<file path="src/design/pcq_pkg.sv">
`timescale 1ns / 1ps
// ----------------------------------------------------------------------------
// pcq_pkg
// Shared types and constants for the palette color quantizer.
// ----------------------------------------------------------------------------
package pcq_pkg;

  localparam int unsigned COLOR_W = 32;
  localparam int unsigned CHAN_W  = 8;
  localparam int unsigned SQ_W    = 2 * CHAN_W;
  localparam int unsigned DIST_W  = SQ_W + 2;   // sum of three squares
  localparam int unsigned GREEN_LSB = 8;
  localparam int unsigned BLUE_LSB  = 16;
  localparam int unsigned SLOT_W  = 4;
  localparam int unsigned HOW_W   = 2;

  localparam logic [HOW_W-1:0] HOW_EXACT    = 2'd0;
  localparam logic [HOW_W-1:0] HOW_INSERTED = 2'd1;
  localparam logic [HOW_W-1:0] HOW_NEAREST  = 2'd2;

  localparam logic [DIST_W-1:0] DIST_MAX = '1;

  // request state handed from cell to cell
  typedef struct packed {
    logic               valid;
    logic [COLOR_W-1:0] color;
    logic               found;
    logic [DIST_W-1:0]  best_dist;
  } token_t;

  // palette write broadcast to every cell
  typedef struct packed {
    logic               en;
    logic [COLOR_W-1:0] color;
  } wr_t;

  function automatic logic [SQ_W-1:0] diff_sq(input logic [CHAN_W-1:0] a,
                                              input logic [CHAN_W-1:0] b);
    logic [CHAN_W-1:0] d;
    d = (a > b) ? (a - b) : (b - a);
    return SQ_W'(d) * SQ_W'(d);
  endfunction

endpackage

</file>
<file path="src/design/pcq_cell.sv">
`timescale 1ns / 1ps
// ----------------------------------------------------------------------------
// pcq_cell
// One palette slot: holds its color, checks the passing request for an exact
// match and for a closer RGB distance, then hands the request on.
// ----------------------------------------------------------------------------
module pcq_cell #(
  parameter int unsigned IDX_W    = 4,
  parameter int unsigned CNT_W    = 5,
  parameter int unsigned CELL_IDX = 0
) (
  input  logic                 clk,
  input  logic                 rst,
  input  pcq_pkg::token_t      tok_in,
  input  logic [IDX_W-1:0]     slot_in,
  output pcq_pkg::token_t      tok_out,
  output logic [IDX_W-1:0]     slot_out,
  input  logic [CNT_W-1:0]     filled_count,
  input  pcq_pkg::wr_t         wr,
  input  logic [IDX_W-1:0]     wr_slot
);

  logic [pcq_pkg::COLOR_W-1:0] entry;
  logic                        filled;
  logic                        exact;
  logic [pcq_pkg::DIST_W-1:0]  cand_dist;
  logic                        closer;
  logic                        take;

  always_ff @(posedge clk) begin
    if (wr.en && wr_slot == IDX_W'(CELL_IDX)) begin
      entry <= wr.color;
    end
  end

  assign filled = CNT_W'(CELL_IDX) < filled_count;
  assign exact  = filled && (entry == tok_in.color);

  assign cand_dist =
      pcq_pkg::DIST_W'(pcq_pkg::diff_sq(tok_in.color[0 +: pcq_pkg::CHAN_W],
                                        entry[0 +: pcq_pkg::CHAN_W]))
    + pcq_pkg::DIST_W'(pcq_pkg::diff_sq(tok_in.color[pcq_pkg::GREEN_LSB +: pcq_pkg::CHAN_W],
                                        entry[pcq_pkg::GREEN_LSB +: pcq_pkg::CHAN_W]))
    + pcq_pkg::DIST_W'(pcq_pkg::diff_sq(tok_in.color[pcq_pkg::BLUE_LSB +: pcq_pkg::CHAN_W],
                                        entry[pcq_pkg::BLUE_LSB +: pcq_pkg::CHAN_W]));
  assign closer = filled && (cand_dist < tok_in.best_dist);
  // this cell claims an unmatched request on a hit or a strictly closer distance
  assign take   = !tok_in.found && (exact || closer);

  always_ff @(posedge clk) begin
    if (rst) begin
      tok_out.valid <= 1'b0;
    end else begin
      tok_out.valid <= tok_in.valid;
    end
    tok_out.color     <= tok_in.color;
    tok_out.found     <= tok_in.found || exact;
    tok_out.best_dist <= (take && !exact) ? cand_dist : tok_in.best_dist;
    slot_out          <= take ? IDX_W'(CELL_IDX) : slot_in;
  end

endmodule

</file>
<file path="config.mk">
export PLATFORM = sky130hd
export DESIGN_NAME = pcq_cell
export DESIGN_NICKNAME = d
export VERILOG_FILES = /design/src/design/pcq_pkg.sv /design/src/design/pcq_cell.sv
export SDC_FILE = /design/constraint.sdc
export NUM_CORES = 1
export LEC_CHECK = 0
export BUFFER_PORTS_ARGS = -buffer_cell sky130_fd_sc_hd__buf_4
export CORE_ASPECT_RATIO = 1.1
export CORE_UTILIZATION = 60
export DETAILED_ROUTE_END_ITERATION = 7
export PLACE_DENSITY = 0.82
export SLEW_MARGIN = 20
export SYNTH_ARGS = -nofsm -noshare
export SYNTH_HDL_FRONTEND = slang
export SYNTH_SLANG_ARGS = --single-unit
</file>
<file path="constraint.sdc">
create_clock -name clk -period 13.6 [get_ports clk]
set_clock_uncertainty 0.15 [all_clocks]
set_input_delay 1.36 -clock clk [delete_from_list [all_inputs] [get_ports clk]]
set_output_delay 1.36 -clock clk [all_outputs]
set_load 0.03 [all_outputs]
</file>
Word-level counts from Yosys, hierarchy flattened:

Index checks and enable logic that the tools add are counted.
W data, S select, Z words.

* bits in registers: 88
* input bits: 100
* output and inout port bits: 56
* logic and storage cells: 37

* add/subtract/negate cells: 8
* multiply operators: 3
* order comparisons: 5
* eq/ne operators: 1
* mux-type cells: 4
* reductions and logical operators: 10

Operators with widths (number)
* $mul A8 B8 Y16: 3
* $sub A8 B8 Y8: 6
* $eq A32 B32 Y1: 1
* $gt A8 B8 Y1: 3
* $mux W8: 3
* $add A17 B16 Y18: 1
* $lt A18 B18 Y1: 1
* $mux W18: 1
* $add A16 B16 Y17: 1
* $logic_and A1 B1 Y1: 5
* $lt A1 B5 Y1 const A: 1
* $logic_not A4 Y1: 1
* $logic_not A1 Y1: 2
* $logic_or A1 B1 Y1: 2

Logic depth before layout (Yosys ltp):

Gate-level depths: netlist of run 1.

* depth in word-level cells: 11
* gate-level depth with buffers: 42
* gate-level depth less buffers: 40

Least setup slack after synthesis of run 1:

No wires, ideal clock.

* path kind: input -> register
* start point: input tok_in[19] (netlist name)
* end point: register tok_out[10] (netlist name)
* setup time: 0.121 ns
* arrival time: 10.415 ns
* required time: 13.329 ns
* slack: 2.914 ns
* cell stages on the path: 38
* buffers on the path: 2
* path through: inv_1 ha_1 inv_1 fa_1 a211o_1 a21oi_2 nand2b_1 mux2_1 nand4b_1 a21oi_1 buf_2 or3_1 fa_1 fa_1 fa_1 inv_1 fa_1 fa_1 [... 2 more ...] fa_1 inv_1 ha_1 a21o_1 a21oi_1 o211a_1 o31ai_1 o2111a_1 a21oi_1 ha_1 nand4_1 nor2_1 a2111oi_0 o211ai_1 a41oi_1 nand2_2 buf_2 mux2_2

* longest elaborated chain between the ends: 11
* elaborated cells between the ends (all ways): 16
* classes of those cells: 4 x add/sub; 1 x mul; 2 x order compare; 1 x eq/ne; 2 x mux; 6 x reduce/logical

RTL lines
* start: declaration: RTL line pcq_cell.sv:14 `input pcq_pkg::token_t tok_in,`
* $sub A8 B8 Y8 or $gt A8 B8 Y1 (tied branches): RTL line pcq_pkg.sv:40 `d = (a > b) ? (a - b) : (b - a);`
* $mux W8: RTL line pcq_pkg.sv:40
* $mul A8 B8 Y16: RTL line pcq_pkg.sv:41 `return SQ_W'(d) * SQ_W'(d);`
* $add A16 B16 Y17: RTL line pcq_cell.sv:42 `+ pcq_pkg::DIST_W'(pcq_pkg::diff_sq(tok_in.color[pcq_pkg::GREEN_LSB +: pcq_pkg::CHAN_W],`
* $add A17 B16 Y18: RTL line pcq_cell.sv:44 `+ pcq_pkg::DIST_W'(pcq_pkg::diff_sq(tok_in.color[pcq_pkg::BLUE_LSB +: pcq_pkg::CHAN_W],`
* $lt A18 B18 Y1: RTL line pcq_cell.sv:46 `assign closer = filled && (cand_dist < tok_in.best_dist);`
* $logic_and A1 B1 Y1: RTL line pcq_cell.sv:46
* $logic_or A1 B1 Y1: RTL line pcq_cell.sv:48 `assign take = !tok_in.found && (exact || closer);`
* $logic_and A1 B1 Y1: RTL line pcq_cell.sv:48
* $logic_and A1 B1 Y1: RTL line pcq_cell.sv:58 `tok_out.best_dist <= (take && !exact) ? cand_dist : tok_in.best_dist;`
* $mux W18 *: RTL line pcq_cell.sv:58
* end: declaration: RTL line pcq_cell.sv:16 `output pcq_pkg::token_t tok_out,`

Mark *: on every way between the ends. The rest lies on a longest branch, timed or not.
A chain may end at the register's enable or synchronous reset.

Final worst setup path of run 1:

* start point: input tok_in[35] (netlist name)
* end point: register tok_out[3] (netlist name)

* longest elaborated chain between the ends: 10
* elaborated cells between the ends (all ways): 15
* classes of those cells: 3 x add/sub; 1 x mul; 2 x order compare; 1 x eq/ne; 2 x mux; 6 x reduce/logical

RTL lines (RTL line)
* $sub A8 B8 Y8 or $gt A8 B8 Y1 (tied branches): pcq_pkg.sv:40
* $mux W8: pcq_pkg.sv:40
* $mul A8 B8 Y16: pcq_pkg.sv:41
* $add A17 B16 Y18: pcq_cell.sv:44
* $lt A18 B18 Y1: pcq_cell.sv:46
* $logic_and A1 B1 Y1: pcq_cell.sv:46
* $logic_or A1 B1 Y1: pcq_cell.sv:48
* $logic_and A1 B1 Y1: pcq_cell.sv:48
* $logic_and A1 B1 Y1: pcq_cell.sv:58
* $mux W18 *: pcq_cell.sv:58

Marked as above.

==> flow_summary.toml, run 1 <==
[status]
outcome = "completed"

[clock_network]
cts-resized-gates = 0
cts_root_buffer = "clkbuf_16"
clk_pin_slew_ns = 0.07
cts_tree = "yes"
clockBufferDepth = 2
cts_hold_buffers = 0
htree_levels = 3
clk_latency_ns = 0.36
cts_buffers = 9
cts_setup_buffers = 0
cts.sinks = 88

[timing]
fin_setup_tns_ns = 0
period_share_pct = 85.76
slew_viol_final = 0
worst_slew_pin_slew_ns = 1.107
hold_viol = 0
rsz0062_at_grt = "false"
slew-limit-headroom_pct = 24.11
max_freq_ghz = 0.08574
setup_viol = 0
fin_crit_ns = 11.66

[synth]
syn_inst = 1147
avgSynthCellArea_um2 = 9.517
yosysTopAreaCellShare_pct = 25.49
yosys.area_share.simple_pct = 10.44
ys.flop_type = "dfxtp_1"
yosys.area_share.adder_pct = 41.66
yosysWarnings = 0
synthMuxAreaShare_pct = 3.725
synth_edf_count = 32
synth_area_mm2 = 0.01092
synth_compound_area_share_pct = 10.39
synth_cell_types = 79
synth_xor_area_share_pct = 3.760
netlist_top_cells_area = "fa_1, ha_1, dfxtp_1, inv_1, edfxtp_1"
async_flop_share_pct = 0
synth_nets = 1527
synth-seq-cells = 88
ys_seq_area_share_pct = 19.07
yosys.area.top_type = "fa_1"
synth_top_family_by_area = "adder cells"

[floorplanning]
io_pins = 156
die_x_um = 130.6
start_util_pct = 61.53
coreArea_mm2 = 0.01774
dieArea_mm2 = 0.01874
std_cell_rows = 51
dieHeight_um = 143.5

[global_routing]
busiest_layer = "met2"
use_met3_pct = 5.771
grt_pass1_wl_um = 41210
grt_use_met2_pct = 48.68
grt_pass1_vias = 8686
antenna_found_initial = 0
grt_usage_pct = 28.76
overflow = 0
grt_util_met1_pct = 36.43
grt_start_max_net_pins = 33

[min_path]
hold_path.class = "reg -> reg"
hold-path-cell-count = 5
min_to = "tok_out[18]"
worstHoldStart = "entry[25]"

[routing]
drc = 0
antenna_left = 0
post_drt_wl_per_cell_um = 15.98
drt_wl_total_um = 24570
drtIter0Drc = 351
firstDrtPassIters = 5
vias_per_cell = 5.380
vias = 8269

[setup_path]
cp.required_ns = 13.70
criticalPathCategory = "in -> reg"
reg2reg_from = "entry[16]"
crit_path_frequent_cell = "fa_1"
crit_path_end_kind = "register"
cpPeakStageDelay_ns = 0.86
arrival_ns = 11.76
r2r_setup_slack_ns = 2.74
path_max_fanout = 18
cp_slowest_cell = "mux2i_1"
reg2regPathDepth = 32
startpoint_type = "primary input"
r2r-end = "tok_out[3]"

[placement]
gp_congestion = 0.9492
portBuffers = 155
dp_hpwl_um = 20540

[final_layout]
drive_gt1_share_pct = 17.78
fin_nets = 1674
fillers = 1421
antenna_cells = 0
area_delta_synth_final_pct = 14.94

[job]
maxCapViolCount = 0
[critical path, delay by kind of cell]
| family | cells | cell delay [ns] |
|---|---|---|
| adder cells (fa/ha/maj) | 11 | 4.74 |
| AO/OA/AOI/OAI | 9 | 2.65 |
| buffers and inverters | 6 | 0.39 |
| multiplexers | 3 | 1.62 |
| AND/OR/NAND/NOR | 4 | 0.78 |
| XOR/XNOR | 1 | 0.21 |
[stage by stage]
stage	util (%)	hold slack [ns]	std cells	setup WS (ns)	cell area (um2)
finish	70.72	0.7067	1537	1.937	12550
global placement	69.15	0.6689	1521	1.926	12270
CTS	70.72	0.7009	1537	2.084	12550
floorplan	-	0.5372	1147	2.914	10920
detailed placement	69.15	0.6854	1521	1.751	12270
global route	70.72	0.7558	1537	1.219	12550
[state kept, by name (all words and copies together) (netlist names)]
name / count
entry: 32
slot_out: 4
tok_out: 52
[kinds of logic after synthesis]
group	after synthesis
buffers and inverters	306
flip-flops	88
AND/OR/NAND/NOR	232
multiplexers	37
XOR/XNOR	40
adder cells (fa/ha/maj)	280
AO/OA/AOI/OAI	164
[how the worst max path moves through the flow]
stage / start / endpoint / slack (ns) / cells past startpoint
finish: tok_in[35] / tok_out[3] / 1.94 / 34
global route: tok_in[19] / tok_out[3] / 1.22 / 36
detailed placement: tok_in[35] / tok_out[3] / 1.75 / 34
floorplan: tok_in[19] / tok_out[10] / 2.91 / 38
CTS: tok_in[19] / tok_out[3] / 2.08 / 38
global placement: tok_in[19] / tok_out[15] / 1.93 / 38
[final cells by class]
type | count | area, um2 | area share, %
repair buffers | 157 | 1179 | 9.395
clock inverters | 6 | 50.05 | 0.3989
clock buffers | 10 | 229.0 | 1.825
flip-flops and latches | 88 | 2082 | 16.60
well taps | 238 | 297.8 | 2.374
inverters | 285 | 1070 | 8.527
multi-input cells | 753 | 7639 | 60.89
[layer usage]
layer,part of all wire (%),wire (um),up-vias
met5,0,0,-
met4,2.8,678,0
met3,6.3,1551,46
met2,49,11960,282
met1,42,10380,3986
li1,-,-,3955
[layout by cell type, fill, tap and decap left out, types with 21 or more instances in the layout]
cell	count
a21o_1	21
a21oi_1	40
buf_4	157
dfxtp_1	56
edfxtp_1	32
fa_1	139
ha_1	141
inv_1	279
nand2_1	41
nor2_1	81
o21ai_0	32
[cell usage after synthesis, types with 13 or more instances]
cell and count:
inv_1 279, ha_1 141, fa_1 139, nor2_1 81, dfxtp_1 56, nand2_1 41
a21oi_1 40, edfxtp_1 32, o21ai_0 32, a21o_1 21, mux2_2 20, nor3_1 16
xnor2_1 16, xor2_1 16, mux2i_1 13, nand3_1 13
Power of run 1 is not shown: default switching activity piles up to over one toggle a cycle in this logic, so the estimate is an artifact.
==> run 2, diff against run 1 <==
==> constraint.sdc (replaced) <==
create_clock -name clk -period 11.55 [get_ports clk]
set_clock_uncertainty 0.15 [all_clocks]
set_input_delay 1.155 -clock clk [delete_from_list [all_inputs] [get_ports clk]]
set_output_delay 1.155 -clock clk [all_outputs]
set_load 0.03 [all_outputs]
==> run 2 against run 1 <==
  * Final cell count up 1.2%
  * Largest cell class unchanged
  * Sequential share of layout area down 0.25 points
  * Clock-buffer cell count unchanged
  * Via count up 1.5%
  * Worst setup slack worse by 1.3 ns
  * Register-to-register slack worse by 1.5 ns
  * Global-route usage up 0.12 points
  * Final area up 1.5%
  * Die area unchanged
==> flow_summary.toml, run 2 (synthesized netlist as in run 1, its figures left out) <==
[placement]
dp_hpwl_um = 20940
dpl_cell_area_mm2 = 0.01239
place_ws_ns = 0.07927
portBuffers = 155
gp_congestion = 0.9729

[global_routing]
overflow = 0
grt_use_met2_pct = 50.24
grt_pass1_vias = 8919
grt_pass1_wl_um = 41120
antenna_found_initial = 0
grt_util_met1_pct = 35.50
busiest_layer = "met2"
use_met3_pct = 4.617
grt_usage_pct = 28.89
grt_start_max_net_pins = 33

[final_layout]
drive_gt1_share_pct = 19.29
final_cell_area_mm2 = 0.01274
fin_nets = 1692
regMostFlops = "tok_out"
final_cell_mix = "inv_1, buf_4, ha_1"
antenna_cells = 0
largest_reg_flops = 52
fillers = 1369
reg_top3 = "tok_out (52), entry (32), slot_out (4)"
final_common_cell = "inv_1"
area_delta_synth_final_pct = 16.70

[timing]
slew_viol_final = 0
timing.hold.ws_ns = 0.7123
hold_viol = 0
worst_slew_pin_slew_ns = 0.9328
slew-limit-headroom_pct = 37.82
rsz0062_at_grt = "false"
period_share_pct = 94.45
max_freq_ghz = 0.09167
fin_setup_tns_ns = 0
setup_ws_ns = 0.6409
setup_viol = 0
fin_crit_ns = 10.91

[setup_path]
cp.required_ns = 11.64
crit_path_end_kind = "register"
crit_path_frequent_cell = "fa_1"
reg2regPathDepth = 34
path_max_fanout = 18
criticalPathCategory = "in -> reg"
cpPeakStageDelay_ns = 0.58
r2r_setup_slack_ns = 1.21
arrival_ns = 11.00
startpoint_type = "primary input"
reg2reg_from = "entry[0]"
cp_slowest_cell = "fa_1"
r2r-end = "tok_out[1]"

[clock_network]
cts_hold_buffers = 0
cts_buffers = 9
cts_root_buffer = "clkbuf_16"
clockBufferDepth = 2
cts.sinks = 88
clk_latency_ns = 0.36
clk_pin_slew_ns = 0.07
htree_levels = 3
cts_tree = "yes"

[floorplanning]
coreArea_mm2 = 0.01774
die_x_um = 130.6
std_cell_rows = 51
start_util_pct = 61.53
io_pins = 156
dieArea_mm2 = 0.01874
dieHeight_um = 143.5

[routing]
vias = 8394
drc = 0
drtIter0Drc = 445
firstDrtPassIters = 5
post_drt_wl_per_cell_um = 16.08
drt_wl_total_um = 25000
antenna_left = 0
vias_per_cell = 5.398

[min_path]
min_to = "tok_out[18]"
worstHoldStart = "entry[25]"
hold-path-cell-count = 5
hold_path.class = "reg -> reg"

[status]
outcome = "completed"

[job]
maxCapViolCount = 0
run 2: cell type report:
type	count	area (um2)	share of cell area (%)
clock buffer	10	229.0	1.797
clock inverter	6	76.32	0.5992
inverter	285	1070	8.398
multi-input combinational	753	7670	60.21
sequential	88	2082	16.34
tap	238	297.8	2.338
timing repair buffer	175	1314	10.31
run 2: stage by stage:
| stage | util (%) | cells |
|---|---|---|
| after floorplan | - | 1147 |
| after global placement | 69.87 | 1538 |
| after detailed placement | 69.87 | 1538 |
| after CTS | 71.59 | 1554 |
| after global routing | 71.81 | 1555 |
| final | 71.81 | 1555 |
run 2: how the worst max path moves through the flow:
stage	end	slack [ns]	from	cells past startpoint
finish	tok_out[1]	0.64	tok_in[19]	36
floorplan	tok_out[10]	1.07	tok_in[19]	38
global route	tok_out[1]	0.02	tok_in[19]	36
detailed placement	tok_out[1]	0.08	tok_in[19]	39
global placement	tok_out[14]	0.21	tok_in[19]	39
CTS	tok_out[1]	0.42	tok_in[19]	39
run 2: timing repair:
action / 4_1_cts / 5_1_grt
setup buffers: 0 / 1
endpoints found under the setup margin: 0 / 18
resized for setup: 0 / 6
run 2: layer usage:
| layer | share of wire (%) | routed length (um) |
|---|---|---|
| met2 | 50 | 12430 |
| met3 | 5.6 | 1401 |
| met1 | 41 | 10300 |
| met4 | 3.5 | 877 |
| met5 | 0 | 0 |
run 2: worst max-delay path: cells and delay by family:
family,cells,cell delay [ns]
fa+ha+maj,11,4.78
compound gates,9,2.64
simple gates,5,0.94
buf+inv,8,0.60
mux,2,0.53
xor+xnor,1,0.36
Power of run 2 is left out for the same reason.
